===== config.mk =====
export PLATFORM = sky130hd
export DESIGN_NAME = lidar_scan_nearest_cluster
export DESIGN_NICKNAME = d
export VERILOG_FILES = /design/src/rtl/lsnc_pkg.sv /design/src/rtl/lsnc_csr.sv /design/src/rtl/lsnc_packet.sv /design/src/rtl/lsnc_tracker.sv /design/src/rtl/lidar_scan_nearest_cluster.sv
export SDC_FILE = /design/constraint.sdc
export NUM_CORES = 1
export LEC_CHECK = 0
export ABC_AREA = 1
export BUFFER_PORTS_ARGS = -buffer_cell sky130_fd_sc_hd__buf_2
export CAP_MARGIN = 20
export CORE_ASPECT_RATIO = 1.75
export CORE_MARGIN = 10
export CORE_UTILIZATION = 55
export CTS_BUF_LIST = sky130_fd_sc_hd__clkbuf_8
export DETAILED_ROUTE_END_ITERATION = 6
export GPL_TIMING_DRIVEN = 1
export MAX_ROUTING_LAYER = met4
export PLACE_DENSITY = 0.72
export SLEW_MARGIN = 5
export SYNTH_ARGS = -nofsm -noshare
export SYNTH_HDL_FRONTEND = slang
export SYNTH_SLANG_ARGS = --single-unit

===== constraint.sdc =====
create_clock -name clock -period 13.5 [get_ports clock]
set_clock_uncertainty 0.15 [all_clocks]
set_input_delay 2.025 -clock clock [delete_from_list [all_inputs] [get_ports clock]]
set_output_delay 2.025 -clock clock [all_outputs]
set_load 0.01 [all_outputs]

===== src/rtl/lsnc_pkg.sv =====
// Shared types, constants and helpers for the scan nearest-cluster block.
package lsnc_pkg;

   localparam int unsigned CsrAddrWidth = 3;
   localparam int unsigned CsrDataWidth = 16;

   localparam logic [CsrAddrWidth-1:0] CSR_MIN_DISTANCE   = 3'd0;
   localparam logic [CsrAddrWidth-1:0] CSR_MIN_QUALITY    = 3'd1;
   localparam logic [CsrAddrWidth-1:0] CSR_CLUSTER_DIST   = 3'd2;
   localparam logic [CsrAddrWidth-1:0] CSR_CLUSTER_ANGLE  = 3'd3;
   localparam logic [CsrAddrWidth-1:0] CSR_CLUSTER_POINTS = 3'd4;
   localparam logic [CsrAddrWidth-1:0] CSR_BACKWARD_LIMIT = 3'd5;
   localparam logic [CsrAddrWidth-1:0] CSR_FORWARD_LIMIT  = 3'd6;

   localparam logic [15:0] RST_MIN_DISTANCE   = 16'd320;
   localparam logic [5:0]  RST_MIN_QUALITY    = 6'd10;
   localparam logic [15:0] RST_CLUSTER_DIST   = 16'd200;
   localparam logic [13:0] RST_CLUSTER_ANGLE  = 14'd320;
   localparam logic [7:0]  RST_CLUSTER_POINTS = 8'd3;
   localparam logic [13:0] RST_BACKWARD_LIMIT = 14'd128;
   localparam logic [13:0] RST_FORWARD_LIMIT  = 14'd1280;

   // 360 degrees and 180 degrees in 1/64 degree
   localparam logic [14:0]        FULL_TURN_U = 15'd23040;
   localparam logic signed [15:0] FULL_TURN   = 16'sd23040;
   localparam logic signed [15:0] HALF_TURN   = 16'sd11520;

   localparam logic [15:0] NO_DISTANCE = 16'hFFFF;
   localparam logic [7:0]  COUNT_MAX   = 8'hFF;

   typedef struct packed {
      logic [15:0] min_distance;
      logic [5:0]  min_quality;
      logic [15:0] cluster_distance_tolerance;
      logic [13:0] cluster_angle_tolerance;
      logic [7:0]  cluster_min_points;
      logic [13:0] backward_step_limit;
      logic [13:0] forward_step_limit;
   } cfg_type;

   typedef struct packed {
      logic        hit;
      logic        start;
      logic [14:0] angle;
      logic [15:0] distance;
      logic [5:0]  qual;
   } pkt_type;

   typedef struct packed {
      logic emit;
      logic take;
   } trk_ctl_type;

   typedef struct packed {
      logic [14:0] best_angle;
      logic [15:0] best_distance;
      logic [5:0]  best_quality;
      logic        best_found;
      logic [7:0]  coherent_count;
   } trk_status_type;

   // fold an angle difference into [-half turn, half turn]
   function automatic logic signed [15:0] wrap_gap(input logic signed [15:0] d);
      logic signed [15:0] r;
      r = d;
      if (d < -HALF_TURN) begin
         r = d + FULL_TURN;
      end else if (d > HALF_TURN) begin
         r = d - FULL_TURN;
      end
      return r;
   endfunction

endpackage


===== src/rtl/lsnc_csr.sv =====
// Configuration register file with write-only access.
module lsnc_csr (
   input  logic                                clock,
   input  logic                                reset,
   input  logic                                csr_we,
   input  logic [lsnc_pkg::CsrAddrWidth-1:0]   csr_addr,
   input  logic [lsnc_pkg::CsrDataWidth-1:0]   csr_wdata,
   output lsnc_pkg::cfg_type                   cfg
);
   import lsnc_pkg::*;

   cfg_type cfg_ff, cfg_in;

   always_comb begin
      cfg_in = cfg_ff;
      if (csr_we) begin
         case (csr_addr)
            CSR_MIN_DISTANCE:   cfg_in.min_distance = csr_wdata;
            CSR_MIN_QUALITY:    cfg_in.min_quality = csr_wdata[5:0];
            CSR_CLUSTER_DIST:   cfg_in.cluster_distance_tolerance = csr_wdata;
            CSR_CLUSTER_ANGLE:  cfg_in.cluster_angle_tolerance = csr_wdata[13:0];
            CSR_CLUSTER_POINTS: cfg_in.cluster_min_points = csr_wdata[7:0];
            CSR_BACKWARD_LIMIT: cfg_in.backward_step_limit = csr_wdata[13:0];
            CSR_FORWARD_LIMIT:  cfg_in.forward_step_limit = csr_wdata[13:0];
            default:            cfg_in = cfg_ff;
         endcase
      end
   end

   always_ff @(posedge clock) begin
      if (reset) begin
         cfg_ff.min_distance               <= RST_MIN_DISTANCE;
         cfg_ff.min_quality                <= RST_MIN_QUALITY;
         cfg_ff.cluster_distance_tolerance <= RST_CLUSTER_DIST;
         cfg_ff.cluster_angle_tolerance    <= RST_CLUSTER_ANGLE;
         cfg_ff.cluster_min_points         <= RST_CLUSTER_POINTS;
         cfg_ff.backward_step_limit        <= RST_BACKWARD_LIMIT;
         cfg_ff.forward_step_limit         <= RST_FORWARD_LIMIT;
      end else begin
         cfg_ff <= cfg_in;
      end
   end

   assign cfg = cfg_ff;

endmodule


===== src/rtl/lsnc_packet.sv =====
// Byte window and packet framing: start-bit checks and field extraction.
module lsnc_packet (
   input  logic               clock,
   input  logic               reset,
   input  logic               shift,
   input  logic               clear,
   input  logic [7:0]         data_byte,
   output lsnc_pkg::pkt_type  pkt
);
   import lsnc_pkg::*;

   logic [7:0]  win_ff [4];
   logic [7:0]  win_in [4];
   logic [14:0] raw_angle;

   always_comb begin
      win_in = win_ff;
      if (shift) begin
         if (clear) begin
            for (int i = 0; i < 4; i++) begin
               win_in[i] = 8'd0;
            end
         end else begin
            win_in[0] = win_ff[1];
            win_in[1] = win_ff[2];
            win_in[2] = win_ff[3];
            win_in[3] = data_byte;
         end
      end
   end

   always_ff @(posedge clock) begin
      if (reset) begin
         for (int i = 0; i < 4; i++) begin
            win_ff[i] <= 8'd0;
         end
      end else begin
         win_ff <= win_in;
      end
   end

   assign raw_angle = {win_ff[2], win_ff[1][7:1]};

   always_comb begin
      pkt.hit      = (win_ff[0][0] ^ win_ff[0][1]) & win_ff[1][0];
      pkt.start    = win_ff[0][0];
      pkt.angle    = (raw_angle >= FULL_TURN_U) ? raw_angle - FULL_TURN_U : raw_angle;
      pkt.distance = {data_byte, win_ff[3]};
      pkt.qual     = win_ff[0][7:2];
   end

endmodule


===== src/rtl/lsnc_tracker.sv =====
// Angle step check, cluster filter and nearest-point tracking.
module lsnc_tracker (
   input  logic                        clock,
   input  logic                        reset,
   input  logic                        advance,
   input  lsnc_pkg::cfg_type           cfg,
   input  lsnc_pkg::pkt_type           pkt,
   output lsnc_pkg::trk_ctl_type       ctl,
   output lsnc_pkg::trk_status_type    status
);
   import lsnc_pkg::*;

   logic [14:0] sync_angle_ff, sync_angle_in;
   logic        sync_armed_ff, sync_armed_in;
   logic [15:0] best_dist_ff, best_dist_in;
   logic [14:0] best_angle_ff, best_angle_in;
   logic [5:0]  best_qual_ff, best_qual_in;
   logic        best_found_ff, best_found_in;
   logic [15:0] obj_dist_ff, obj_dist_in;
   logic [14:0] obj_angle_ff, obj_angle_in;
   logic [7:0]  count_ff, count_in;

   logic signed [15:0] step, agap_s;
   logic signed [16:0] dgap_s;
   logic [15:0]        agap, dgap;
   logic               drop, take, pass, match, counts, better;
   logic [7:0]         count_base, count_new;
   logic               found_base;
   logic [15:0]        dist_base;

   always_comb begin
      step = wrap_gap($signed({1'b0, pkt.angle}) - $signed({1'b0, sync_angle_ff}));
      drop = sync_armed_ff && !pkt.start &&
             ((step < -$signed({2'b00, cfg.backward_step_limit})) ||
              (step > $signed({2'b00, cfg.forward_step_limit})));
      take = pkt.hit && !drop;

      // revolution start wipes the running best before the point is scored
      count_base = pkt.start ? 8'd0 : count_ff;
      found_base = pkt.start ? 1'b0 : best_found_ff;
      dist_base  = pkt.start ? NO_DISTANCE : best_dist_ff;

      pass   = (pkt.distance > cfg.min_distance) && (pkt.qual > cfg.min_quality);
      agap_s = wrap_gap($signed({1'b0, pkt.angle}) - $signed({1'b0, obj_angle_ff}));
      dgap_s = $signed({1'b0, pkt.distance}) - $signed({1'b0, obj_dist_ff});
      agap   = agap_s[15] ? 16'(-agap_s) : 16'(agap_s);
      dgap   = dgap_s[16] ? 16'(-dgap_s) : 16'(dgap_s);
      match  = (dgap < cfg.cluster_distance_tolerance) &&
               (agap < {2'b00, cfg.cluster_angle_tolerance});
      if (match) begin
         count_new = (count_base == COUNT_MAX) ? COUNT_MAX : count_base + 8'd1;
      end else begin
         count_new = 8'd1;
      end
      counts = count_new >= cfg.cluster_min_points;
      better = !found_base || (pkt.distance < dist_base);
   end

   always_comb begin
      sync_angle_in = sync_angle_ff;
      sync_armed_in = sync_armed_ff;
      best_dist_in  = best_dist_ff;
      best_angle_in = best_angle_ff;
      best_qual_in  = best_qual_ff;
      best_found_in = best_found_ff;
      obj_dist_in   = obj_dist_ff;
      obj_angle_in  = obj_angle_ff;
      count_in      = count_ff;
      if (advance && pkt.hit) begin
         if (drop) begin
            sync_armed_in = 1'b0;
         end else begin
            sync_angle_in = pkt.angle;
            sync_armed_in = 1'b1;
            count_in      = count_base;
            best_found_in = found_base;
            best_dist_in  = dist_base;
            if (pass) begin
               count_in     = count_new;
               obj_dist_in  = pkt.distance;
               obj_angle_in = pkt.angle;
               if (counts && better) begin
                  best_dist_in  = pkt.distance;
                  best_angle_in = pkt.angle;
                  best_qual_in  = pkt.qual;
                  best_found_in = 1'b1;
               end
            end
         end
      end
   end

   always_ff @(posedge clock) begin
      if (reset) begin
         sync_angle_ff <= '0;
         sync_armed_ff <= 1'b0;
         best_dist_ff  <= NO_DISTANCE;
         best_angle_ff <= '0;
         best_qual_ff  <= '0;
         best_found_ff <= 1'b0;
         obj_dist_ff   <= '0;
         obj_angle_ff  <= '0;
         count_ff      <= '0;
      end else begin
         sync_angle_ff <= sync_angle_in;
         sync_armed_ff <= sync_armed_in;
         best_dist_ff  <= best_dist_in;
         best_angle_ff <= best_angle_in;
         best_qual_ff  <= best_qual_in;
         best_found_ff <= best_found_in;
         obj_dist_ff   <= obj_dist_in;
         obj_angle_ff  <= obj_angle_in;
         count_ff      <= count_in;
      end
   end

   assign ctl.take = take;
   assign ctl.emit = take && pkt.start;

   assign status.best_angle     = best_angle_ff;
   assign status.best_distance  = best_dist_ff;
   assign status.best_quality   = best_qual_ff;
   assign status.best_found     = best_found_ff;
   assign status.coherent_count = count_ff;

endmodule


===== src/rtl/lidar_scan_nearest_cluster.sv =====
// Top level: input byte register, packet/cluster logic, result register.
// Bytes are registered on input; a report is registered as its byte is scored.
// Throughput: one byte per cycle; the only stall is a revolution-start packet
// that meets a result still waiting in the output register.
// Reset (synchronous, active high) clears the window, tracking state, config
// registers to defaults, and both valid flags; payload registers are not reset.
module lidar_scan_nearest_cluster (
   input  logic                                clock,
   input  logic                                reset,
   // configuration write port
   input  logic                                csr_we,
   input  logic [lsnc_pkg::CsrAddrWidth-1:0]   csr_addr,
   input  logic [lsnc_pkg::CsrDataWidth-1:0]   csr_wdata,
   // byte stream in
   input  logic                                req_tvalid,
   output logic                                req_tready,
   input  logic [7:0]                          req_tdata,   // [7:0] data_byte
   // nearest-point result out
   output logic                                rsp_tvalid,
   input  logic                                rsp_tready,
   // [14:0] nearest_angle, [30:15] nearest_distance, [36:31] nearest_quality,
   // [39:37] zero
   output logic [39:0]                         rsp_tdata,
   output logic                                rsp_tuser    // [0] point_found
);
   import lsnc_pkg::*;

   cfg_type        cfg;
   pkt_type        pkt;
   trk_ctl_type    ctl;
   trk_status_type status;

   // input stage
   logic       in_valid_ff, in_valid_in;
   logic [7:0] in_byte_ff, in_byte_in;

   // result register
   logic        out_valid_ff, out_valid_in;
   logic [39:0] out_data_ff, out_data_in;
   logic        out_user_ff, out_user_in;

   logic out_free, advance, load;

   lsnc_csr u_csr (
      .clock     (clock),
      .reset     (reset),
      .csr_we    (csr_we),
      .csr_addr  (csr_addr),
      .csr_wdata (csr_wdata),
      .cfg       (cfg)
   );

   lsnc_packet u_packet (
      .clock     (clock),
      .reset     (reset),
      .shift     (advance),
      .clear     (advance && ctl.take),
      .data_byte (in_byte_ff),
      .pkt       (pkt)
   );

   lsnc_tracker u_tracker (
      .clock   (clock),
      .reset   (reset),
      .advance (advance),
      .cfg     (cfg),
      .pkt     (pkt),
      .ctl     (ctl),
      .status  (status)
   );

   // The held byte moves on unless it would emit while the result slot is busy.
   assign out_free   = !out_valid_ff || rsp_tready;
   assign advance    = in_valid_ff && (!ctl.emit || out_free);
   assign load       = advance && ctl.emit;
   assign req_tready = !in_valid_ff || advance;

   always_comb begin
      in_valid_in = in_valid_ff;
      in_byte_in  = in_byte_ff;
      if (req_tready) begin
         in_valid_in = req_tvalid;
         in_byte_in  = req_tdata;
      end
   end

   // Result carries the best point from before this packet's own point.
   always_comb begin
      out_valid_in = out_valid_ff;
      out_data_in  = out_data_ff;
      out_user_in  = out_user_ff;
      if (load) begin
         out_valid_in = 1'b1;
         out_data_in  = {3'b000, status.best_quality, status.best_distance,
                         status.best_angle};
         out_user_in  = status.best_found;
      end else if (rsp_tready) begin
         out_valid_in = 1'b0;
      end
   end

   always_ff @(posedge clock) begin
      if (reset) begin
         in_valid_ff  <= 1'b0;
         out_valid_ff <= 1'b0;
      end else begin
         in_valid_ff  <= in_valid_in;
         out_valid_ff <= out_valid_in;
      end
   end

   always_ff @(posedge clock) begin
      in_byte_ff  <= in_byte_in;
      out_data_ff <= out_data_in;
      out_user_ff <= out_user_in;
   end

   assign rsp_tvalid = out_valid_ff;
   assign rsp_tdata  = out_data_ff;
   assign rsp_tuser  = out_user_ff;

   // no best point held means the distance sits at its empty value
   a_empty_best: assert property (@(posedge clock) disable iff (reset)
      !status.best_found |-> status.best_distance == NO_DISTANCE)
      else $error("best distance not empty while no point held");

   // a held point implies the cluster count has started
   a_found_count: assert property (@(posedge clock) disable iff (reset)
      status.best_found |-> status.coherent_count != 8'd0)
      else $error("best point held with zero cluster count");

   // a stalled input byte stays put
   a_in_hold: assert property (@(posedge clock) disable iff (reset)
      (in_valid_ff && !advance) |=> (in_valid_ff && $stable(in_byte_ff)))
      else $error("input stage lost a stalled byte");

   // a pending result is never overwritten by a new one
   a_no_overrun: assert property (@(posedge clock) disable iff (reset)
      (out_valid_ff && !rsp_tready) |-> !load)
      else $error("result register overwritten while pending");

endmodule


==> reports/results.ini, run 1 <==
[synthesis]
synth_seq_cells=261
synth.yosys.warnings=0
synth.area.mux_share_pct=0
yosysMostFrequentCell=nand2_1
synth_xor_area_share_pct=4.19
synth_area_leaders=dfxtp_1, ha_1, nand2_1
synth_top_area_share_pct=26.0
synth-simple-area-share_pct=25.2
syn_inst=2343
ys_types=47
yosysTopAreaCell=dfxtp_1
synth-async-reset-ratio_pct=0
synth-edff-count=46
synth_compound_gate_area_share_pct=14.0
synth.cell_area_mm2=0.0165
syn_avg_cell_area_um2=7.05
yosys.area_share.adder_pct=12.2
synth_top_family_by_area=simple AND/OR/NAND/NOR gates
synth-main-ff-cell=dfxtp_1
ys_top_cells_by_count=nand2_1, inv_1, nor2_1, dfxtp_1, a21oi_1
seq_area_frac_synth_pct=34.4

[power]
sw_frac_of_total_pct=30.4
power_frac_comb_pct=18.5
clockPowerShare_pct=36.6
worst_ir_drop_vdd_uv=94.2
p_leak_nw=8.74
power_mw=1.81
p_sw_mw=0.548
p_int_mw=1.26
powerDensity_mw_per_mm2=101
seq_power_share_pct=45.0

[sta]
worst_slew_pin_slew_ps=1070
achievable-frequency_mhz=109
period_share_pct=68.3
period_minus_slack_ps=9220
setup_viol=0
hold_viol=0
slew_headroom_pct=28.5
rsz0062_at_grt=false
setup_tns_ps=0
final_max_slew_viol_count=0
whs_ps=285

[critical_path]
crit_top_cell=nand2_1
cp_max_fo=33
rr_startpoint=u_packet.raw_angle[1]$_SDFFE_PP0P_
cp.required_ps=13800
slowest_delay_ps=700
crit_path_end_kind=flop
cp_top_family=simple AND/OR/NAND/NOR gates
start_kind=flop
r2r_slack_ps=4280
reg2reg_depth=42
crit_arrival_ps=9520
crit_type=reg -> reg
crit_slowest_cell=nand2_1
reg2reg_to=u_tracker.best_angle_ff[4]$_SDFFE_PP0P_
critPathBufInv=4

[die]
die_x_um=151
die-area_mm2=0.0377
start_util_pct=56.0
coreArea_mm2=0.0295
die_h_um=249
pin_count=75
rows=83

[cts]
path_clk_slew_ps=70
postCtsSetupBuffers=0
numCtsBuffers=40
clock_sinks=261
cts-resized-gates=0
clk_latency_ps=590
root_buffer=clkbuf_8
htree_num_levels=2
cts_buffer_depth=3
cts_tree=yes
cts_hold_buffers=0

[cells_and_area]
area_growth_pct=8.64
nNetsFinal=2586
multi_input_area_mm2=0.00921
layout-drive-gt1-share_pct=7.05
register_area_mm2=0.00569
stdcell_area_mm2=0.0180
fillCellCount=2856

[placement]
gp_congestion=0.967
dpl.hpwl_mm=35.1
portBuffers=71
dpl-instance-area_mm2=0.0171

[routing]
vias=15100
drt-met1-wl_mm=17.0
dr.max_layer_used=met4
drt-pass1-iter-count=5
drt_wl_total_mm=46.4
wl_per_cell_um=16.5
avgViaCountPerCell=5.37
wl_met3_mm=1.50
wl_met2_mm=25.4
drc=0
drtIter0Drc=830
ant_nets=0

[grt]
grt_pass1_wl_mm=74.8
grt_max_degree=116
antenna_found_initial=1
grt_pass1_vias=15000
grt_use_total_pct=25.3
grt_overflow_total=0

[hold_path]
hp-start=u_tracker.best_angle_ff[14]$_SDFFE_PP0P_
hold_class=reg -> reg
hold_depth=0
holdPathEnd=rsp_tdata[14]$_DFFE_PP_

[run]
maxCapViolations=0

[status]
outcome=finished clean

## worst max-delay path by stage
stage | slack, ps | end | cells past startpoint | startpoint
floorplan | 6970 | u_tracker.best_angle_ff[11]$_SDFFE_PP0P_ | 44 | u_packet.raw_angle[9]$_SDFFE_PP0P_
global placement | 4750 | u_tracker.best_angle_ff[8]$_SDFFE_PP0P_ | 42 | u_packet.raw_angle[1]$_SDFFE_PP0P_
detailed placement | 4440 | u_tracker.best_angle_ff[4]$_SDFFE_PP0P_ | 42 | u_packet.raw_angle[1]$_SDFFE_PP0P_
CTS | 4420 | u_tracker.best_angle_ff[4]$_SDFFE_PP0P_ | 42 | u_packet.raw_angle[1]$_SDFFE_PP0P_
global route | 3180 | u_tracker.best_angle_ff[7]$_SDFFE_PP0P_ | 44 | u_packet.raw_angle[1]$_SDFFE_PP0P_
finish | 4280 | u_tracker.best_angle_ff[4]$_SDFFE_PP0P_ | 42 | u_packet.raw_angle[1]$_SDFFE_PP0P_
## sequential cells by signal (all words and copies together) (netlist names), 16 cells and up
register / cells
rsp_tdata: 37
u_csr.cfg: 88
u_tracker.obj_dist_ff: 16
u_tracker.best_dist_ff: 16
## cell usage in the layout (no fill, tap or decap), types with 4 or more instances in the layout
| master | instances |
|---|---|
| a211oi_1 | 8 |
| a21o_1 | 5 |
| a21oi_1 | 195 |
| buf_2 | 71 |
| buf_4 | 15 |
| clkbuf_8 | 47 |
| clkinv_2 | 6 |
| dfxtp_1 | 215 |
| edfxtp_1 | 46 |
| ha_1 | 157 |
| inv_1 | 349 |
| inv_2 | 6 |
| nand2_1 | 500 |
| nand2_2 | 8 |
| nand3_1 | 125 |
| nand3b_1 | 8 |
| nand4_1 | 49 |
| nor2_1 | 268 |
| nor3_1 | 19 |
| nor4_1 | 4 |
| o211ai_1 | 37 |
| o21a_1 | 5 |
| o21ai_0 | 147 |
| o21ai_1 | 7 |
| o21bai_1 | 5 |
| xnor2_1 | 16 |
| xor2_1 | 63 |
## through the flow
| step | std cells | setup slack, ps | util (%) |
|---|---|---|---|
| after detailed placement | 2733 | 4440 | 58.1 |
| after floorplan | 2345 | 6970 | - |
| after CTS | 2806 | 4420 | 60.8 |
| after global routing | 2808 | 3180 | 60.9 |
| final | 2808 | 4280 | 60.9 |
| after global placement | 2733 | 4750 | 58.1 |
## power groups by stage
stage	logic, mW	clock network (mW)	registers (mW)
floorplan	0.241	0	0.825
global placement	0.324	0	0.828
detailed placement	0.330	0	0.829
CTS	0.333	0.674	0.812
global route	0.382	0.708	0.812
finish	0.334	0.661	0.812
## routing by layer
layer	track usage (%)	vias up
met4	13.7	0
met3	3.18	134
met1	24.7	6921
met5	-	-
li1	-	7728
met2	46.5	302
## logic make-up (layout without fill, tap and decap cells)
kind of cell,after synthesis,in the layout
simple gates,996,996
compound gates,423,423
buf+inv,423,503
flops,261,261
fa+ha+maj,160,160
xor+xnor,79,79
other cells,1,4
## final cells by class
| cell class | instances | share of cell area [%] |
|---|---|---|
| multi-input cells | 1661 | 51.3 |
| flip-flops and latches | 261 | 31.7 |
| inverters | 343 | 7.18 |
| clock buffers | 47 | 3.60 |
| repair buffers | 87 | 2.72 |
| well taps | 382 | 2.66 |
| clock inverters | 26 | 0.871 |
| diodes | 1 | 0.0139 |
No activity file was read; power rests on OpenSTA's default activity.
==> inputs of run 2 (changes only) <==
ABC_AREA = 0   (was 1)
PLACE_DENSITY = 0.73   (was 0.72)
clock period = 8.7 ns   (was 13.5 ns; I/O delays follow)
==> reports/results.ini, run 2 <==
[status]
outcome=finished clean

[die]
coreArea_mm2=0.0287
pin_count=75
rows=82
die-area_mm2=0.0368
die_h_um=246
die_x_um=149
start_util_pct=56.0

[cells_and_area]
fin_cells=2421
nNetsFinal=2202
area_growth_pct=13.1
layout_commonest_cell=nand2_1
layout_common_cells=nand2_1, dfxtp_1, inv_1, a21oi_1, nor2_1
layout-drive-gt1-share_pct=13.6
largest_reg_flops=88

[run]
maxCapViolations=0

[grt]
grt_pass1_wl_mm=69.8
grt_pass1_vias=13800
antenna_found_initial=3
grt_overflow_total=0
grt_use_total_pct=24.2
grt_max_degree=94

[critical_path]
rr_startpoint=u_packet.raw_angle[7]$_SDFFE_PP0P_
crit_path_end_kind=flop
start_kind=flop
cp_max_fo=5
crit_slowest_cell=or4_1
crit_type=reg -> reg
slowest_delay_ps=510
cp.required_ps=8960
reg2reg_depth=41
r2r_slack_ps=310
crit_arrival_ps=8660
reg2reg_to=u_tracker.best_qual_ff[1]$_SDFFE_PP0P_

[power]
seq_power_share_pct=44.9
p_sw_mw=0.815
p_int_mw=1.99
powerDensity_mw_per_mm2=154
clockPowerShare_pct=36.1
power_frac_comb_pct=19.1
worst_ir_drop_vdd_uv=125
sw_frac_of_total_pct=29.1
p_leak_nw=7.28

[hold_path]
hold_depth=0
holdPathEnd=rsp_tdata[11]$_DFFE_PP_
hold_class=reg -> reg
hp-start=u_tracker.best_angle_ff[11]$_SDFFE_PP0P_

[cts]
root_buffer=clkbuf_8
cts_hold_buffers=0
cts_buffer_depth=3
path_clk_slew_ps=70
clock_sinks=261
htree_num_levels=2
clk_latency_ps=580
numCtsBuffers=39
cts_tree=yes

[synthesis]
ys_top_cells_by_count=nand2_1, dfxtp_1, a21oi_1, nor2_1
yosysMostFrequentCell=nand2_1
syn_avg_cell_area_um2=8.44
seq_area_frac_synth_pct=35.3
synth.cell_area_mm2=0.0161
synth.yosys.warnings=0
synth_top_area_share_pct=26.8
synth-main-ff-cell=dfxtp_1
synth_area_leaders=dfxtp_1, ha_1, edfxtp_1
syn_inst=1905
synth-edff-count=46
synth_seq_cells=261
ys_types=84
yosysTopAreaCell=dfxtp_1
synth-async-reset-ratio_pct=0

[sta]
whs_ps=278
hold_viol=0
period_minus_slack_ps=8390
worst_slew_pin_slew_ps=1020
slew_headroom_pct=32.2
final_max_slew_viol_count=0
period_share_pct=96.5
achievable-frequency_mhz=119
setup_viol=0

[routing]
ant_nets=0
drc=0
avgViaCountPerCell=5.84
vias=14100
wl_per_cell_um=18.7
drt-pass1-iter-count=5
drt_wl_total_mm=45.3
drtIter0Drc=913

[placement]
gp_congestion=0.913
placed_cells=2324
dpl.hpwl_mm=33.0
portBuffers=71

[run 2: cell types whose count changed in the layout (fill, tap and decap cells not counted), sizes merged, moves of 69 or more]
cell	previous run	this run
nor2	271	159
nand2	508	257
o21ai	154	64
mux2i	0	69
inv	357	175
nand3	129	60
[run 2: worst max-delay path by stage]
| stage | from | endpoint | slack [ps] | cells after the start |
|---|---|---|---|---|
| floorplan | u_packet.raw_angle[6]$_SDFFE_PP0P_ | u_tracker.best_dist_ff[0]$_SDFFE_PP1P_ | 140 | 39 |
| global placement | u_packet.raw_angle[6]$_SDFFE_PP0P_ | u_tracker.best_dist_ff[0]$_SDFFE_PP1P_ | 110 | 39 |
| detailed placement | u_packet.raw_angle[6]$_SDFFE_PP0P_ | u_tracker.best_dist_ff[0]$_SDFFE_PP1P_ | -30 | 38 |
| CTS | u_packet.raw_angle[6]$_SDFFE_PP0P_ | u_tracker.best_dist_ff[0]$_SDFFE_PP1P_ | 70 | 37 |
| global route | u_packet.raw_angle[7]$_SDFFE_PP0P_ | u_tracker.best_qual_ff[1]$_SDFFE_PP0P_ | -110 | 42 |
| finish | u_packet.raw_angle[7]$_SDFFE_PP0P_ | u_tracker.best_qual_ff[1]$_SDFFE_PP0P_ | 310 | 41 |
[run 2: kinds of logic after synthesis]
| logic type | count (synthesis) | synth area share (%) |
|---|---|---|
| muxes | 70 | 4.36 |
| DFF | 261 | 35.3 |
| buffers and inverters | 233 | 5.90 |
| adders and majority gates | 160 | 12.6 |
| AOI/OAI and AO/OA | 446 | 18.7 |
| xor gates and xnor gates | 85 | 4.72 |
| and+or+nand+nor | 649 | 18.4 |
| other | 1 | 0.0233 |
[run 2: area by class of cell]
type	instances	area, um^2
Antenna cell	4	10.0
Clock buffer	44	606
Clock inverter	26	166
Fill cell	2534	10500
Inverter	158	593
Multi-Input combinational cell	1414	9720
Sequential cell	261	5690
Tap cell	378	473
Timing Repair Buffer	136	932
[run 2: power by group through the flow]
stage                     logic (mW)  clock network [mW]  registers (mW)
after floorplan                0.354                   0            1.28
after global placement         0.463                   0            1.28
after detailed placement       0.476                   0            1.28
after CTS                      0.483                1.02            1.26
after global routing           0.591                1.08            1.26
final                          0.534                1.01            1.26
[run 2: repair_timing]
action,4_1_cts,5_1_grt
resized for setup,2,52
cloned,0,5
buffers inserted,0,15
pin swaps,0,44
hold endpoints to repair,0,0
endpoints found under the setup margin,16,37
[run 2: through the flow]
step	area [um^2]	TNS [ps]	utilization (%)	setup slack, ps	power, mW
floorplan	16100	0	-	135	1.63
finish	18200	0	63.3	305	2.80
global route	18200	-1270	63.3	-110	2.92
global placement	16900	0	58.9	114	1.75
detailed placement	16900	-39.7	58.9	-25.3	1.76
CTS	17700	0	61.7	67.0	2.76
[run 2: worst max-delay path: cells and delay by family (launching register included)]
kind            cells  cell delay (ps)
buf+inv             5              690
fa+ha+maj           3              800
xor+xnor            1              160
simple gates       12             2680
compound gates     18             2940
mux                 2              510
flops               1              320
[run 2: per-layer routing]
| layer | routed length [um] | global-route usage (%) | vias up |
|---|---|---|---|
| met5 | 0 | - | - |
| met4 | 3130 | 16.2 | 0 |
| met3 | 1700 | 2.94 | 157 |
| met2 | 24000 | 43.6 | 378 |
| met1 | 16500 | 23.6 | 6730 |
| li1 | - | - | 6883 |
